--- src/hw/rtl/rsk_pkg.sv ---
// Shared types and constants for the running smallest-K tracker.
package rsk_pkg;

  localparam int unsigned SAMPLE_W = 32;
  localparam int unsigned RANK_W   = 3;

  typedef struct packed {
    logic signed [SAMPLE_W-1:0] sample;
    logic                       restart;
  } item_t;

  typedef enum logic {
    BK_IDLE,
    BK_EMIT
  } back_state_e;

endpackage

--- src/hw/rtl/running_smallest_k_tracker.sv ---
// Top level of the running smallest-K tracker: input queue and insert/emit back end.
// A sample accepted into the queue is inserted into the kept list when the back end
// loads it, and its results are then offered from the registered list.
// Throughput: one result per cycle on the output port while out_ready_i is high; each
// sample gives n results, n being the kept count after it (1 to KEEP_COUNT); the back end
// loads the next queued sample on the cycle its previous run ends. Reset empties the queue
// and the kept count; the kept values themselves are not reset.
module running_smallest_k_tracker #(
  parameter int unsigned KEEP_COUNT = 5
) (
  input  logic                               clk_i,
  input  logic                               rst_ni,
  input  logic                               in_valid_i,
  output logic                               in_ready_o,
  input  logic signed [rsk_pkg::SAMPLE_W-1:0] sample_i,
  input  logic                               restart_i,
  output logic                               out_valid_o,
  input  logic                               out_ready_i,
  output logic signed [rsk_pkg::SAMPLE_W-1:0] kept_value_o,
  output logic [rsk_pkg::RANK_W-1:0]         rank_o,
  output logic                               last_o
);
  import rsk_pkg::*;

  item_t in_item;
  item_t q_item;
  logic  q_valid;
  logic  q_pop;

  assign in_item.sample  = sample_i;
  assign in_item.restart = restart_i;

  rsk_front u_front (
    .clk_i      (clk_i),
    .rst_ni     (rst_ni),
    .in_valid_i (in_valid_i),
    .in_ready_o (in_ready_o),
    .in_item_i  (in_item),
    .q_valid_o  (q_valid),
    .q_pop_i    (q_pop),
    .q_item_o   (q_item)
  );

  rsk_back #(
    .KEEP_COUNT (KEEP_COUNT)
  ) u_back (
    .clk_i        (clk_i),
    .rst_ni       (rst_ni),
    .q_valid_i    (q_valid),
    .q_pop_o      (q_pop),
    .q_item_i     (q_item),
    .out_valid_o  (out_valid_o),
    .out_ready_i  (out_ready_i),
    .kept_value_o (kept_value_o),
    .rank_o       (rank_o),
    .last_o       (last_o)
  );

  assert property (@(posedge clk_i) disable iff (!rst_ni)
    (out_valid_o && out_ready_i && !last_o) |=> out_valid_o)
    else $error("Run ended before its last value.");

  assert property (@(posedge clk_i) disable iff (!rst_ni)
    (out_valid_o && out_ready_i && !last_o) |=>
      (rank_o == RANK_W'($past(rank_o) + RANK_W'(1))))
    else $error("Rank did not advance by one within a run.");

  assert property (@(posedge clk_i) disable iff (!rst_ni)
    (out_valid_o && out_ready_i && last_o) |=> (!out_valid_o || rank_o == '0))
    else $error("New run did not start at rank zero.");

  assert property (@(posedge clk_i) disable iff (!rst_ni)
    (out_valid_o && out_ready_i && !last_o) |=> (kept_value_o <= $past(kept_value_o)))
    else $error("Kept values are not in descending order.");

endmodule

--- src/hw/rtl/rsk_front.sv ---
// Input front end: takes transfers and holds them in a two-entry queue.
module rsk_front (
  input  logic          clk_i,
  input  logic          rst_ni,
  input  logic          in_valid_i,
  output logic          in_ready_o,
  input  rsk_pkg::item_t in_item_i,
  output logic          q_valid_o,
  input  logic          q_pop_i,
  output rsk_pkg::item_t q_item_o
);
  import rsk_pkg::*;

  item_t       slot_q [2];
  logic        wr_ptr_q, wr_ptr_d;
  logic        rd_ptr_q, rd_ptr_d;
  logic [1:0]  fill_q, fill_d;
  logic        push;
  logic        pop;

  assign in_ready_o = (fill_q != 2'd2);
  assign q_valid_o  = (fill_q != 2'd0);
  assign q_item_o   = slot_q[rd_ptr_q];

  assign push = in_valid_i && in_ready_o;
  assign pop  = q_pop_i && q_valid_o;

  always_comb begin
    wr_ptr_d = push ? ~wr_ptr_q : wr_ptr_q;
    rd_ptr_d = pop ? ~rd_ptr_q : rd_ptr_q;
    fill_d   = fill_q + 2'(push) - 2'(pop);
  end

  always_ff @(posedge clk_i or negedge rst_ni) begin
    if (!rst_ni) begin
      wr_ptr_q <= 1'b0;
      rd_ptr_q <= 1'b0;
      fill_q   <= 2'd0;
    end else begin
      wr_ptr_q <= wr_ptr_d;
      rd_ptr_q <= rd_ptr_d;
      fill_q   <= fill_d;
    end
  end

  always_ff @(posedge clk_i) begin
    if (push) begin
      slot_q[wr_ptr_q] <= in_item_i;
    end
  end

endmodule

--- src/hw/rtl/rsk_back.sv ---
// Back end: inserts each sample into the sorted kept list and emits the list.
module rsk_back #(
  parameter int unsigned KEEP_COUNT = 5
) (
  input  logic                               clk_i,
  input  logic                               rst_ni,
  input  logic                               q_valid_i,
  output logic                               q_pop_o,
  input  rsk_pkg::item_t                     q_item_i,
  output logic                               out_valid_o,
  input  logic                               out_ready_i,
  output logic signed [rsk_pkg::SAMPLE_W-1:0] kept_value_o,
  output logic [rsk_pkg::RANK_W-1:0]         rank_o,
  output logic                               last_o
);
  import rsk_pkg::*;

  localparam int unsigned CNT_W = $clog2(KEEP_COUNT + 1);
  localparam int unsigned IDX_W = (KEEP_COUNT > 1) ? $clog2(KEEP_COUNT) : 1;

  logic signed [SAMPLE_W-1:0] kept_q [KEEP_COUNT];
  logic signed [SAMPLE_W-1:0] kept_d [KEEP_COUNT];
  logic [KEEP_COUNT-1:0]      le;
  logic [CNT_W-1:0]           cnt_q, cnt_d, cnt_eff, cnt_new;
  logic [IDX_W-1:0]           idx_q, idx_d;
  logic [RANK_W-1:0]          rank_q, rank_d;
  back_state_e                state_q, state_d;
  logic                       load;
  logic                       beat;
  logic                       run_end;

  assign beat    = (state_q == BK_EMIT) && out_ready_i;
  assign run_end = beat && (idx_q == '0);
  assign load    = q_valid_i && ((state_q == BK_IDLE) || run_end);
  assign q_pop_o = load;

  // Entries at or below the sample stay; the sample lands after the last of them.
  always_comb begin
    cnt_eff = q_item_i.restart ? '0 : cnt_q;
    for (int unsigned i = 0; i < KEEP_COUNT; i++) begin
      le[i] = (CNT_W'(i) < cnt_eff) && !(kept_q[i] > q_item_i.sample);
    end
    kept_d[0] = le[0] ? kept_q[0] : q_item_i.sample;
    for (int unsigned i = 1; i < KEEP_COUNT; i++) begin
      if (le[i]) begin
        kept_d[i] = kept_q[i];
      end else if (le[i-1]) begin
        kept_d[i] = q_item_i.sample;
      end else begin
        kept_d[i] = kept_q[i-1];
      end
    end
    cnt_new = (cnt_eff == CNT_W'(KEEP_COUNT)) ? cnt_eff : cnt_eff + CNT_W'(1);
  end

  always_comb begin
    state_d = state_q;
    unique case (state_q)
      BK_IDLE: begin
        if (load) begin
          state_d = BK_EMIT;
        end
      end
      BK_EMIT: begin
        if (run_end) begin
          state_d = load ? BK_EMIT : BK_IDLE;
        end
      end
      default: state_d = BK_IDLE;
    endcase
  end

  always_comb begin
    cnt_d  = cnt_q;
    idx_d  = idx_q;
    rank_d = rank_q;
    if (load) begin
      cnt_d  = cnt_new;
      idx_d  = IDX_W'(cnt_new - CNT_W'(1));
      rank_d = '0;
    end else if (beat) begin
      idx_d  = idx_q - IDX_W'(1);
      rank_d = rank_q + RANK_W'(1);
    end
  end

  always_comb begin
    out_valid_o  = (state_q == BK_EMIT);
    kept_value_o = kept_q[idx_q];
    rank_o       = rank_q;
    last_o       = (idx_q == '0);
  end

  always_ff @(posedge clk_i or negedge rst_ni) begin
    if (!rst_ni) begin
      state_q <= BK_IDLE;
      cnt_q   <= '0;
      idx_q   <= '0;
      rank_q  <= '0;
    end else begin
      state_q <= state_d;
      cnt_q   <= cnt_d;
      idx_q   <= idx_d;
      rank_q  <= rank_d;
    end
  end

  always_ff @(posedge clk_i) begin
    if (load) begin
      kept_q <= kept_d;
    end
  end

endmodule
--- config.mk ---
export PLATFORM = sky130hd
export DESIGN_NAME = running_smallest_k_tracker
export DESIGN_NICKNAME = d
export VERILOG_FILES = /design/src/hw/rtl/rsk_pkg.sv /design/src/hw/rtl/running_smallest_k_tracker.sv /design/src/hw/rtl/rsk_front.sv /design/src/hw/rtl/rsk_back.sv
export SDC_FILE = /design/constraint.sdc
export NUM_CORES = 1
export LEC_CHECK = 0
export BUFFER_PORTS_ARGS = -buffer_cell sky130_fd_sc_hd__buf_2
export CORE_MARGIN = 5
export CORE_UTILIZATION = 58
export CTS_BUF_LIST = sky130_fd_sc_hd__clkbuf_8
export DETAILED_ROUTE_END_ITERATION = 10
export MAX_ROUTING_LAYER = met4
export PLACE_DENSITY = 0.9
export SETUP_SLACK_MARGIN = 0.4
export SLEW_MARGIN = 10
export SYNTH_ARGS = -nofsm -noshare
export SYNTH_HDL_FRONTEND = slang
export SYNTH_SLANG_ARGS = --single-unit
--- constraint.sdc ---
create_clock -name clk_i -period 4.95 [get_ports clk_i]
set_input_delay 0.495 -clock clk_i [delete_from_list [all_inputs] [get_ports clk_i]]
set_output_delay 0.495 -clock clk_i [all_outputs]
set_load 0.01 [all_outputs]
==> reports/qor.yml, run 1 <==
grt_max_degree: 36
yosysTopAreaCellShare_pct: 46.60
clk_latency_ps: 570
drtIter0Drc: 868
drv_cap: 0
maxSlewHeadroom_pct: 30.03
min_path_type: "in2reg"
final.setup_skew_ps: 26.01
clock.fmax_mhz: 227.4
hold_viol: 0
tns_ps: 0
clock_sinks: 240
crit_fanout: 18
clockRootBuffer: "clkbuf_8"
num_vias: 9871
yosysTopAreaCell: "edfxtp_1"
die-area_sq_um: 28380
placed_cells: 1444
critPathSlowestCell: "dfrtp_4"
ys_seq_area_share_pct: 49.00
min_period_over_period_pct: 88.86
synthTopCellsByArea: "edfxtp_1 (47%), ha_1 (14%), mux2_2 (8.0%), mux2_4 (6.0%), mux4_2 (4.9%)"
vias_per_cell: 6.498
htreeDepth: 2
hpwl_mm: 26.12
finalSetupViolCount: 0
rows: 58
worst_pin_slew_ps: 1050
critPathLaunch: "u_front.rd_ptr_q$_DFFE_PN0P_"
synth_most_common_cell: "edfxtp_1"
synth_ff_type: "edfxtp_1"
period_needed_ps: 4398
cts_tree: "built"
clk_pin_slew_ps: 60
synth_common_cells: "edfxtp_1 (226), ha_1 (166), mux2_2 (103), a21oi_1 (73), mux2_4 (58)"
start_util_pct: 58.34
drc: 0
crit_type: "reg2reg"
grt.total_usage_pct: 26.90
path_cells: "buf_4 -> mux2_2 -> inv_1 -> ha_1 -> nor2b_1 -> o211ai_1 -> a21oi_1 -> a211oi_1 -> o21ai_0 -> o2bb2ai_4 -> buf_4 -> mux2_2"
rsz0062_at_grt: "false"
core_area_sq_um: 24960
pwr-share-seq_pct: 34.9
syn_inst: 1044
r2r_start: "u_front.rd_ptr_q$_DFFE_PN0P_"
yosysUniqueCellTypes: 60
drt_wl_total_mm: 37.14
pwr_density_cell_nw_per_um2: 517.8
instances_no_fill: 1519
postSynth.asyncResetShare_pct: 5.833
status: "finished clean"
clock_power_share_pct: 19.2
whs_ps: 116.6
slew_viol_final: 0
area_growth_pct: 11.19
combPwrFrac_pct: 45.8
syn_area_sq_um: 14560
n_antenna_cell: 0
p_leak_nw: 6.584
swShare_pct: 38.48
overflow: 0
fill_cells: 1844
internal_power_mw: 5.158
wl_per_cell_um: 24.45
die_h_um: 168.5
finalNetCount: 1362
ir_drop_v: 0.0002889
place.gp.congestion: 0.9580
critPathArrivalTime_ps: 4690
syn_nets: 1247
synth_warnings: 0
synth_edf_count: 226
grt_pass1_wl_mm: 58.18
clock_path_buffers: 3
antenna_found_initial: 0
ios: 75
min_from: "restart_i"
die_x_um: 168.5
drive_gt1_share_pct: 30.45
cts_setup_buffers: 0
critPathRequiredTime_ps: 5240
avgSynthCellArea_sq_um: 13.95
switching_power_mw: 3.227
ant_nets: 0
grt_pass1_vias: 10560
slowest_delay_ps: 620
dr.pass1.iters: 5
numCtsBuffers: 42
yosys_register_bits: 240
end_kind: "flop"
io_buffers: 74
cp-start-kind: "flop"
[final timing paths]
path | endpoint | slack (ps) | depth (start not counted)
max | u_back.kept_q[42]$_DFFE_PP_ | 550 | 12
min reg2reg | u_back.out_valid_o$_DFF_PN0_ | 530 | 2
min in group asynchronous | u_back.cnt_q[2]$_DFFE_PN0P_ | 370 | 2
min | u_front.slot_q[0][0]$_DFFE_PP_ | 120 | 1
max in group asynchronous | u_front.rd_ptr_q$_DFFE_PN0P_ | 4300 | 2
max reg2reg | u_back.kept_q[42]$_DFFE_PP_ | 550 | 12
[cells by family after synthesis]
family | after synthesis | share of synthesized area, %
buffers and inverters | 80 | 2.483
AOI/OAI and AO/OA | 182 | 8.540
muxes | 195 | 19.12
adders and majority gates | 166 | 14.26
DFF | 240 | 49.00
and+or+nand+nor | 174 | 6.177
xor gates and xnor gates | 7 | 0.4210
[worst max-delay path: cells and delay by family (launching register included)]
kind / cells / cell delay [ps]
adders and majority gates: 1 / 290
AOI/OAI and AO/OA: 5 / 1410
buffers and inverters: 3 / 850
muxes: 2 / 790
DFF: 1 / 620
and+or+nand+nor: 1 / 150
[per-layer routing]
metal | GRT usage (%) | part of all wire (%)
met5 | - | 0
met4 | 12.35 | 4.5
met3 | 4.974 | 7.5
met2 | 43.90 | 49
met1 | 32.82 | 39
[registers in the layout, indices dropped and copies added (netlist names)]
register,count
u_back.kept_q,160
u_back.idx_q,3
u_front.rd_ptr_q,1
u_back.rank_o,3
u_back.out_valid_o,1
u_back.cnt_q,3
u_front.wr_ptr_q,1
u_front.slot_q,66
u_front.fill_q,2
[power by group through the flow]
stage / clock network (mW) / logic (mW) / registers, mW
global route: 1.75 / 4.18 / 2.96
global placement: 0 / 3.63 / 2.94
finish: 1.61 / 3.84 / 2.93
detailed placement: 0 / 3.79 / 2.96
CTS: 1.64 / 3.81 / 2.92
floorplan: 0 / 2.78 / 2.81
[layout by cell type, fill, tap and decap left out, drive strengths merged, types with 2 or more instances in the layout]
cell,netlist,routed
edfxtp,226,226
ha,166,166
mux2,161,161
buf,19,105
a21oi,73,73
inv,44,61
clkbuf,16,43
nand2,40,40
nand4,37,37
a22o,33,33
mux4,32,32
nand3,29,29
nor2,24,24
o21ai,21,21
clkinv,1,15
dfrtp,14,14
a21o,12,12
nor3,12,12
a211oi,8,8
nor2b,7,7
nor4,7,7
xnor2,5,5
and2,5,5
o211ai,5,5
a21boi,5,5
o31ai,4,4
o21a,3,3
and3,3,3
nor3b,2,2
a221o,2,2
o311a,2,2
nand2b,2,2
xor2,2,2
mux2i,2,2
[timing repair]
action	CTS	global route
hold endpoints to repair	14	0
resized for setup	0	1
endpoints found under the setup margin	0	26
hold buffers	1	0
[metrics by stage]
step                      worst slack, ps  util, %  cell area, sq um  power (mW)
after floorplan                     559.4        -             14570       5.586
after global placement              709.6    61.91             15460       6.570
after global routing                466.7    64.87             16190       8.881
after CTS                           565.5    64.86             16190       8.370
final                               551.6    64.87             16190       8.385
after detailed placement            588.5    61.91             15460       6.746
[area by class of cell]
class / instances / area (sq um) / area share [%]
Multi-Input combinational cell: 724 / 7107 / 43.89
Inverter: 45 / 168.9 / 1.043
Sequential cell: 240 / 7142 / 44.10
Tap cell: 330 / 412.9 / 2.550
Clock inverter: 31 / 132.6 / 0.8190
Clock buffer: 43 / 591.8 / 3.655
Timing Repair Buffer: 106 / 638.1 / 3.941
Power figures use the tool's default switching activity.
==> run 2, diff against run 1 <==
GPL_TIMING_DRIVEN = 0   (was default)
PLACE_DENSITY = default   (was 0.9)
PLACE_DENSITY_LB_ADDON = 0.25   (was default)
==> reports/qor.yml, run 2 (synthesized netlist as in run 1, its figures left out) <==
status: "finished clean"
dr.pass1.iters: 5  # unchanged
final_core_util_pct: 65.89  # +1.0 points
end_kind: "flop"
reg_top3: "u_back.kept_q x160, u_front.slot_q x66"
numCtsBuffers: 42  # unchanged
ios: 75  # unchanged
grt.total_usage_pct: 26.17  # -0.72 points
core_area_sq_um: 24960  # unchanged
cp-endpoint: "u_back.kept_q[106]$_DFFE_PP_"
multi_input_area_sq_um: 7114  # +0.11%
crit_top_cell: "buf_6"
die-area_sq_um: 28380  # unchanged
grt_pass1_vias: 9913  # -6.1%
rows: 58  # unchanged
instances_no_fill: 1533  # +0.92%
min_period_over_period_pct: 89.28  # +0.42 points
crit_fanout: 19  # +1
overflow: 0  # unchanged
post-place-ws_ps: -416.7  # -1005 ps
start_util_pct: 58.34  # unchanged
hpwl_mm: 26.30  # +0.69%
num_vias: 9582  # -2.9%
htreeDepth: 2  # unchanged
clock.fmax_mhz: 226.3  # -0.47%
post-route-cell-area_sq_um: 16450  # +1.6%
largest_reg_flops: 160  # unchanged
crit_cells: 14  # +2
drt_wl_total_mm: 36.03  # -3.0%
critPathLaunch: "u_front.rd_ptr_q$_DFFE_PN0P_"
ff_latch_area_sq_um: 7137  # about the same
crit_type: "reg2reg"
period_needed_ps: 4419  # +20.76 ps
final.setup_skew_ps: 20.60  # -5.405 ps
setup_ws_ps: 530.8  # -20.76 ps
wl_per_cell_um: 23.50  # -3.9%
area_growth_pct: 12.95
ir_drop_v: 0.0003135  # +8.5%
cpLargestDelayFamily: "simple AND/OR/NAND/NOR gates"
maxSlewHeadroom_pct: 31.71  # +1.7 points
tns_ps: 0  # unchanged
critPathSlowestCell: "or4b_1"
vias_per_cell: 6.250  # -3.8%
grt_pass1_wl_mm: 55.79  # -4.1%
pwr_density_cell_nw_per_um2: 519.5  # +0.33%
hold_viol: 0  # unchanged
rsz0062_at_grt: "false"
slowest_delay_ps: 500  # -120 ps
combPwrFrac_pct: 46.4  # +0.6 points
cts_tree: "built"
antenna_found_initial: 0  # unchanged
p_total_mw: 8.546  # +1.9%
finalSetupViolCount: 0  # unchanged
finalNetCount: 1377  # +1.1%
switching_power_mw: 3.219  # -0.24%
clk_latency_ps: 560  # about the same
worst_pin_slew_ps: 1024  # -25.21 ps
top_register: "u_back.kept_q"
min_from: "sample_i[2]"
slew_viol_final: 0  # unchanged
r2r_start: "u_front.rd_ptr_q$_DFFE_PN0P_"
ant_nets: 0  # unchanged
post_dp_cell_area_sq_um: 15540  # +0.54%
critPathRequiredTime_ps: 5190  # -50 ps
placed_cells: 1454  # +0.69%
r2r_cells: 14  # +2
io_buffers: 73  # -1.4%
drive_gt1_share_pct: 30.51  # +0.061 points
grt_max_degree: 24  # -33%
drc: 0  # unchanged
reg2reg_setup_slack_ps: 530  # -20 ps
layout_common_cells: "edfxtp_1 (226), ha_1 (166), mux2_2 (103)"
pwr-share-seq_pct: 32.9  # -2.0 points
n_antenna_cell: 0  # unchanged
path_buf_inv: 5  # +2
drv_cap: 0  # unchanged
clock_sinks: 240  # unchanged
cp-start-kind: "flop"
clockRootBuffer: "clkbuf_8"
clock_power_share_pct: 20.6  # +1.4 points
r2r-end: "u_back.kept_q[106]$_DFFE_PP_"
critPathArrivalTime_ps: 4660  # -30 ps
clock_path_buffers: 3  # unchanged
drtIter0Drc: 718  # -17%
die_x_um: 168.5  # unchanged
swShare_pct: 37.67  # -0.81 points
clk_pin_slew_ps: 60  # about the same
p_leak_nw: 6.647  # +0.94%
die_h_um: 168.5  # unchanged
final_common_cell: "edfxtp_1"
internal_power_mw: 5.327  # +3.3%
path_cells: "buf_6 -> clkbuf_4 -> mux2_2 -> inv_1 -> ha_1 -> nand4_1 -> nor3_1 -> a22oi_1 -> or4b_1 -> nor3b_1 -> a211oi_4 -> buf_6 -> and2_4 -> buf_12"
min_path_type: "in2reg"
place.gp.congestion: 0.9078  # -5.2%
fill_cells: 1839  # -0.27%
whs_ps: 124.6  # +7.967 ps
[run 2: cell count changes in the layout (fill, tap and decap cells not counted), sizes merged]
| cell | previous run | this run |
|---|---|---|
| clkinvlp | 0 | 1 |
| buf | 105 | 104 |
| bufinv | 0 | 2 |
| inv | 61 | 58 |
| clkbuf | 43 | 61 |
| clkinv | 15 | 12 |
[run 2: how the worst min path moves through the flow]
stage | end | slack, ps | depth (start not counted)
after floorplan | u_back.cnt_q[0]$_DFFE_PN0P_ | 200 | 0
after global placement | u_back.rank_o[2]$_DFFE_PN0P_ | 410 | 1
after detailed placement | u_back.rank_o[2]$_DFFE_PN0P_ | 410 | 1
after CTS | u_front.slot_q[1][3]$_DFFE_PP_ | 90 | 1
after global routing | u_front.slot_q[1][3]$_DFFE_PP_ | 100 | 1
final | u_front.slot_q[1][3]$_DFFE_PP_ | 120 | 1
[run 2: area by class of cell]
type / instances / share of cell area [%]
Tap cell: 330 / 2.510
Sequential cell: 240 / 43.39
Clock buffer: 45 / 3.765
Inverter: 45 / 1.027
Timing Repair Buffer: 86 / 3.773
Multi-Input combinational cell: 724 / 43.25
Clock inverter: 28 / 1.080
Buffer: 35 / 1.209
[run 2: repair_timing]
action	4_1_cts	5_1_grt
hold buffers	1	0
setup buffers	5	0
gates resized for setup	8	1
endpoints found under the hold margin	14	0
pin swaps	4	0
setup endpoints to repair	282	24
[run 2: power groups by stage]
stage | logic [mW] | registers (mW) | clock network, mW
after global placement | 3.76 | 2.86 | 0
after CTS | 3.97 | 2.81 | 1.79
after global routing | 4.35 | 2.84 | 1.90
after floorplan | 2.78 | 2.81 | 0
final | 3.97 | 2.81 | 1.76
after detailed placement | 3.92 | 2.85 | 0
[run 2: worst reg2reg max path, stage by stage (launching register included)]
cell and delay (ps):
dfrtp_1 350, buf_6 170, clkbuf_4 330, mux2_2 440, inv_1 180, ha_1 300, nand4_1 260, nor3_1 100
a22oi_1 220, or4b_1 500, nor3b_1 200, a211oi_4 240, buf_6 250, and2_4 330, buf_12 230
[run 2: layer usage]
metal,track usage (%),wire (um),share of wire (%)
met1,33.59,15090,42
met2,43.29,17760,49
met3,3.386,2037,5.7
met4,9.245,1136,3.2
met5,-,0,0
==> run 3, diff against run 2 <==
CORE_ASPECT_RATIO = 1.25   (was default)
==> reports/qor.yml, run 3 (synthesized netlist as in run 1, its figures left out) <==
status: "finished clean"
hpwl_mm: 27.01  # +2.7%
post-place-ws_ps: -546.8  # -130.1 ps
place.gp.congestion: 0.8953  # -1.4%
tns_ps: 0  # unchanged
critPathArrivalTime_ps: 4630  # -30 ps
core_area_sq_um: 24580  # -1.5%
reg_top3: "u_back.kept_q x160, u_front.slot_q x66"
clock_sinks: 240  # unchanged
grt_pass1_wl_mm: 56.49  # +1.3%
drv_cap: 0  # unchanged
drc: 0  # unchanged
rows: 64  # +10%
path_cells: "buf_6 -> clkbuf_2 -> mux2_2 -> inv_1 -> ha_1 -> a21oi_1 -> o21ai_0 -> a22oi_1 -> or4b_1 -> nor3b_1 -> a211oi_4 -> buf_6 -> and2_4 -> buf_16"
die_x_um: 151.7  # -9.9%
dr.pass1.iters: 5  # unchanged
io_buffers: 73  # unchanged
drtIter0Drc: 600  # -16%
clock.fmax_mhz: 227.2  # +0.42%
slowest_delay_ps: 480  # -20 ps
num_vias: 9628  # +0.48%
crit_fanout: 17  # -2
critPathRequiredTime_ps: 5180  # about the same
slew_viol_final: 0  # unchanged
instances_no_fill: 1525  # -0.52%
final_core_util_pct: 66.36  # +0.47 points
whs_ps: 142.3  # +17.76 ps
hold_viol: 0  # unchanged
antenna_found_initial: 0  # unchanged
rsz0062_at_grt: "false"
cpLargestDelayFamily: "buffers and inverters"
clk_pin_slew_ps: 60  # about the same
layout_common_cells: "edfxtp_1 (226), ha_1 (166), mux2_2 (103)"
drive_gt1_share_pct: 29.96  # -0.55 points
clock_path_buffers: 3  # unchanged
post_dp_cell_area_sq_um: 15520  # about the same
post-route-cell-area_sq_um: 16310  # -0.82%
top_register: "u_back.kept_q"
clk_latency_ps: 540  # -20 ps
numCtsBuffers: 38  # -9.5%
finalNetCount: 1375  # -0.15%
drt_wl_total_mm: 36.63  # +1.7%
end_kind: "flop"
ir_drop_v: 0.0004007  # +28%
grt_max_degree: 23  # -4.2%
cts_tree: "built"
htreeDepth: 2  # unchanged
finalSetupViolCount: 0  # unchanged
die-area_sq_um: 28400  # about the same
cp-start-kind: "flop"
placed_cells: 1454  # unchanged
final.setup_skew_ps: 25.35  # +4.747 ps
die_h_um: 187.2  # +11%
ant_nets: 0  # unchanged
start_util_pct: 59.24  # +0.90 points
wl_per_cell_um: 24.02  # +2.2%
crit_type: "reg2reg"
worst_pin_slew_ps: 1063  # +38.91 ps
critPathSlowestCell: "or4b_1"
grt.total_usage_pct: 26.97  # +0.80 points
min_period_over_period_pct: 88.91  # -0.37 points
ios: 75  # unchanged
min_path_type: "in2reg"
overflow: 0  # unchanged
vias_per_cell: 6.313  # +1.0%
grt_pass1_vias: 10080  # +1.7%
maxSlewHeadroom_pct: 29.12  # -2.6 points
crit_top_cell: "buf_6"
p_total_mw: 8.372  # -2.0%
p_leak_nw: 6.589  # -0.86%
largest_reg_flops: 160  # unchanged
clockRootBuffer: "clkbuf_8"
period_needed_ps: 4401  # -18.34 ps
area_growth_pct: 12.02
setup_ws_ps: 549.2  # +18.33 ps
path_buf_inv: 5  # unchanged
pwr_density_cell_nw_per_um2: 513.2  # -1.2%
final_common_cell: "edfxtp_1"
n_antenna_cell: 0  # unchanged
-- run 3: changes by cell type in the layout (fill, tap and decap cells not counted), moves of 2 or more --
cell      delta
nor4_2       -2
buf_4        +4
clkinv_2     -2
buf_16       -2
clkinv_1     +3
clkbuf_8     -4
inv_6        -2
inv_1        -3
-- run 3: what timing repair did --
item / in CTS / in global routing
endpoints found under the setup margin: 282 / 57
hold buffers: 1 / 0
hold endpoints to repair: 14 / 0
setup buffers: 3 / 4
pin swaps: 2 / 2
resized for setup: 9 / 1
gates cloned: 0 / 0
-- run 3: worst paths after layout --
| check | end | slack (ps) | cells after the start | from |
|---|---|---|---|---|
| min | u_front.slot_q[0][15]$_DFFE_PP_ | 140 | 1 | sample_i[14] |
| max | u_back.kept_q[113]$_DFFE_PP_ | 550 | 14 | u_front.rd_ptr_q$_DFFE_PN0P_ |
| max in group asynchronous | u_front.rd_ptr_q$_DFFE_PN0P_ | 4280 | 2 | rst_ni |
| min reg2reg | u_back.out_valid_o$_DFF_PN0_ | 530 | 2 | u_front.fill_q[0]$_DFF_PN0_ |
| min in group asynchronous | u_front.wr_ptr_q$_DFFE_PN0P_ | 400 | 2 | rst_ni |
| max reg2reg | u_back.kept_q[113]$_DFFE_PP_ | 550 | 14 | u_front.rd_ptr_q$_DFFE_PN0P_ |
-- run 3: worst reg2reg max path, cell delays in order, from the launching register on --
cell	delay, ps
dfrtp_1	340
buf_6	170
clkbuf_2	320
mux2_2	430
inv_1	190
ha_1	300
a21oi_1	140
o21ai_0	190
a22oi_1	230
or4b_1	480
nor3b_1	190
a211oi_4	240
buf_6	250
and2_4	390
buf_16	220
-- run 3: layout make-up --
cell class	instances	area (sq um)
plain buffers	35	198.9
clock buffers	41	564.3
clock inverters	22	112.6
fillers	1837	8269
inverters	45	168.9
multi-input cells	724	7124
flip-flops and latches	240	7137
well taps	330	412.9
repair buffers	88	595.6
-- run 3: where the power goes --
part	switching, mW	internal (mW)	leakage [nW]	total [mW]
clock network	0.755	0.807	0.383	1.56
logic	2.28	1.72	3.99	4.00
registers	0.155	2.66	2.22	2.81
total	3.19	5.18	6.59	8.37
-- run 3: per-layer routing --
| layer | track usage (%) | vias up | share of wire (%) |
|---|---|---|---|
| li1 | - | 4421 | - |
| met1 | 31.88 | 4810 | 38 |
| met2 | 45.82 | 291 | 52 |
| met3 | 3.490 | 106 | 4.5 |
| met4 | 11.93 | 0 | 5.1 |
| met5 | - | - | 0 |
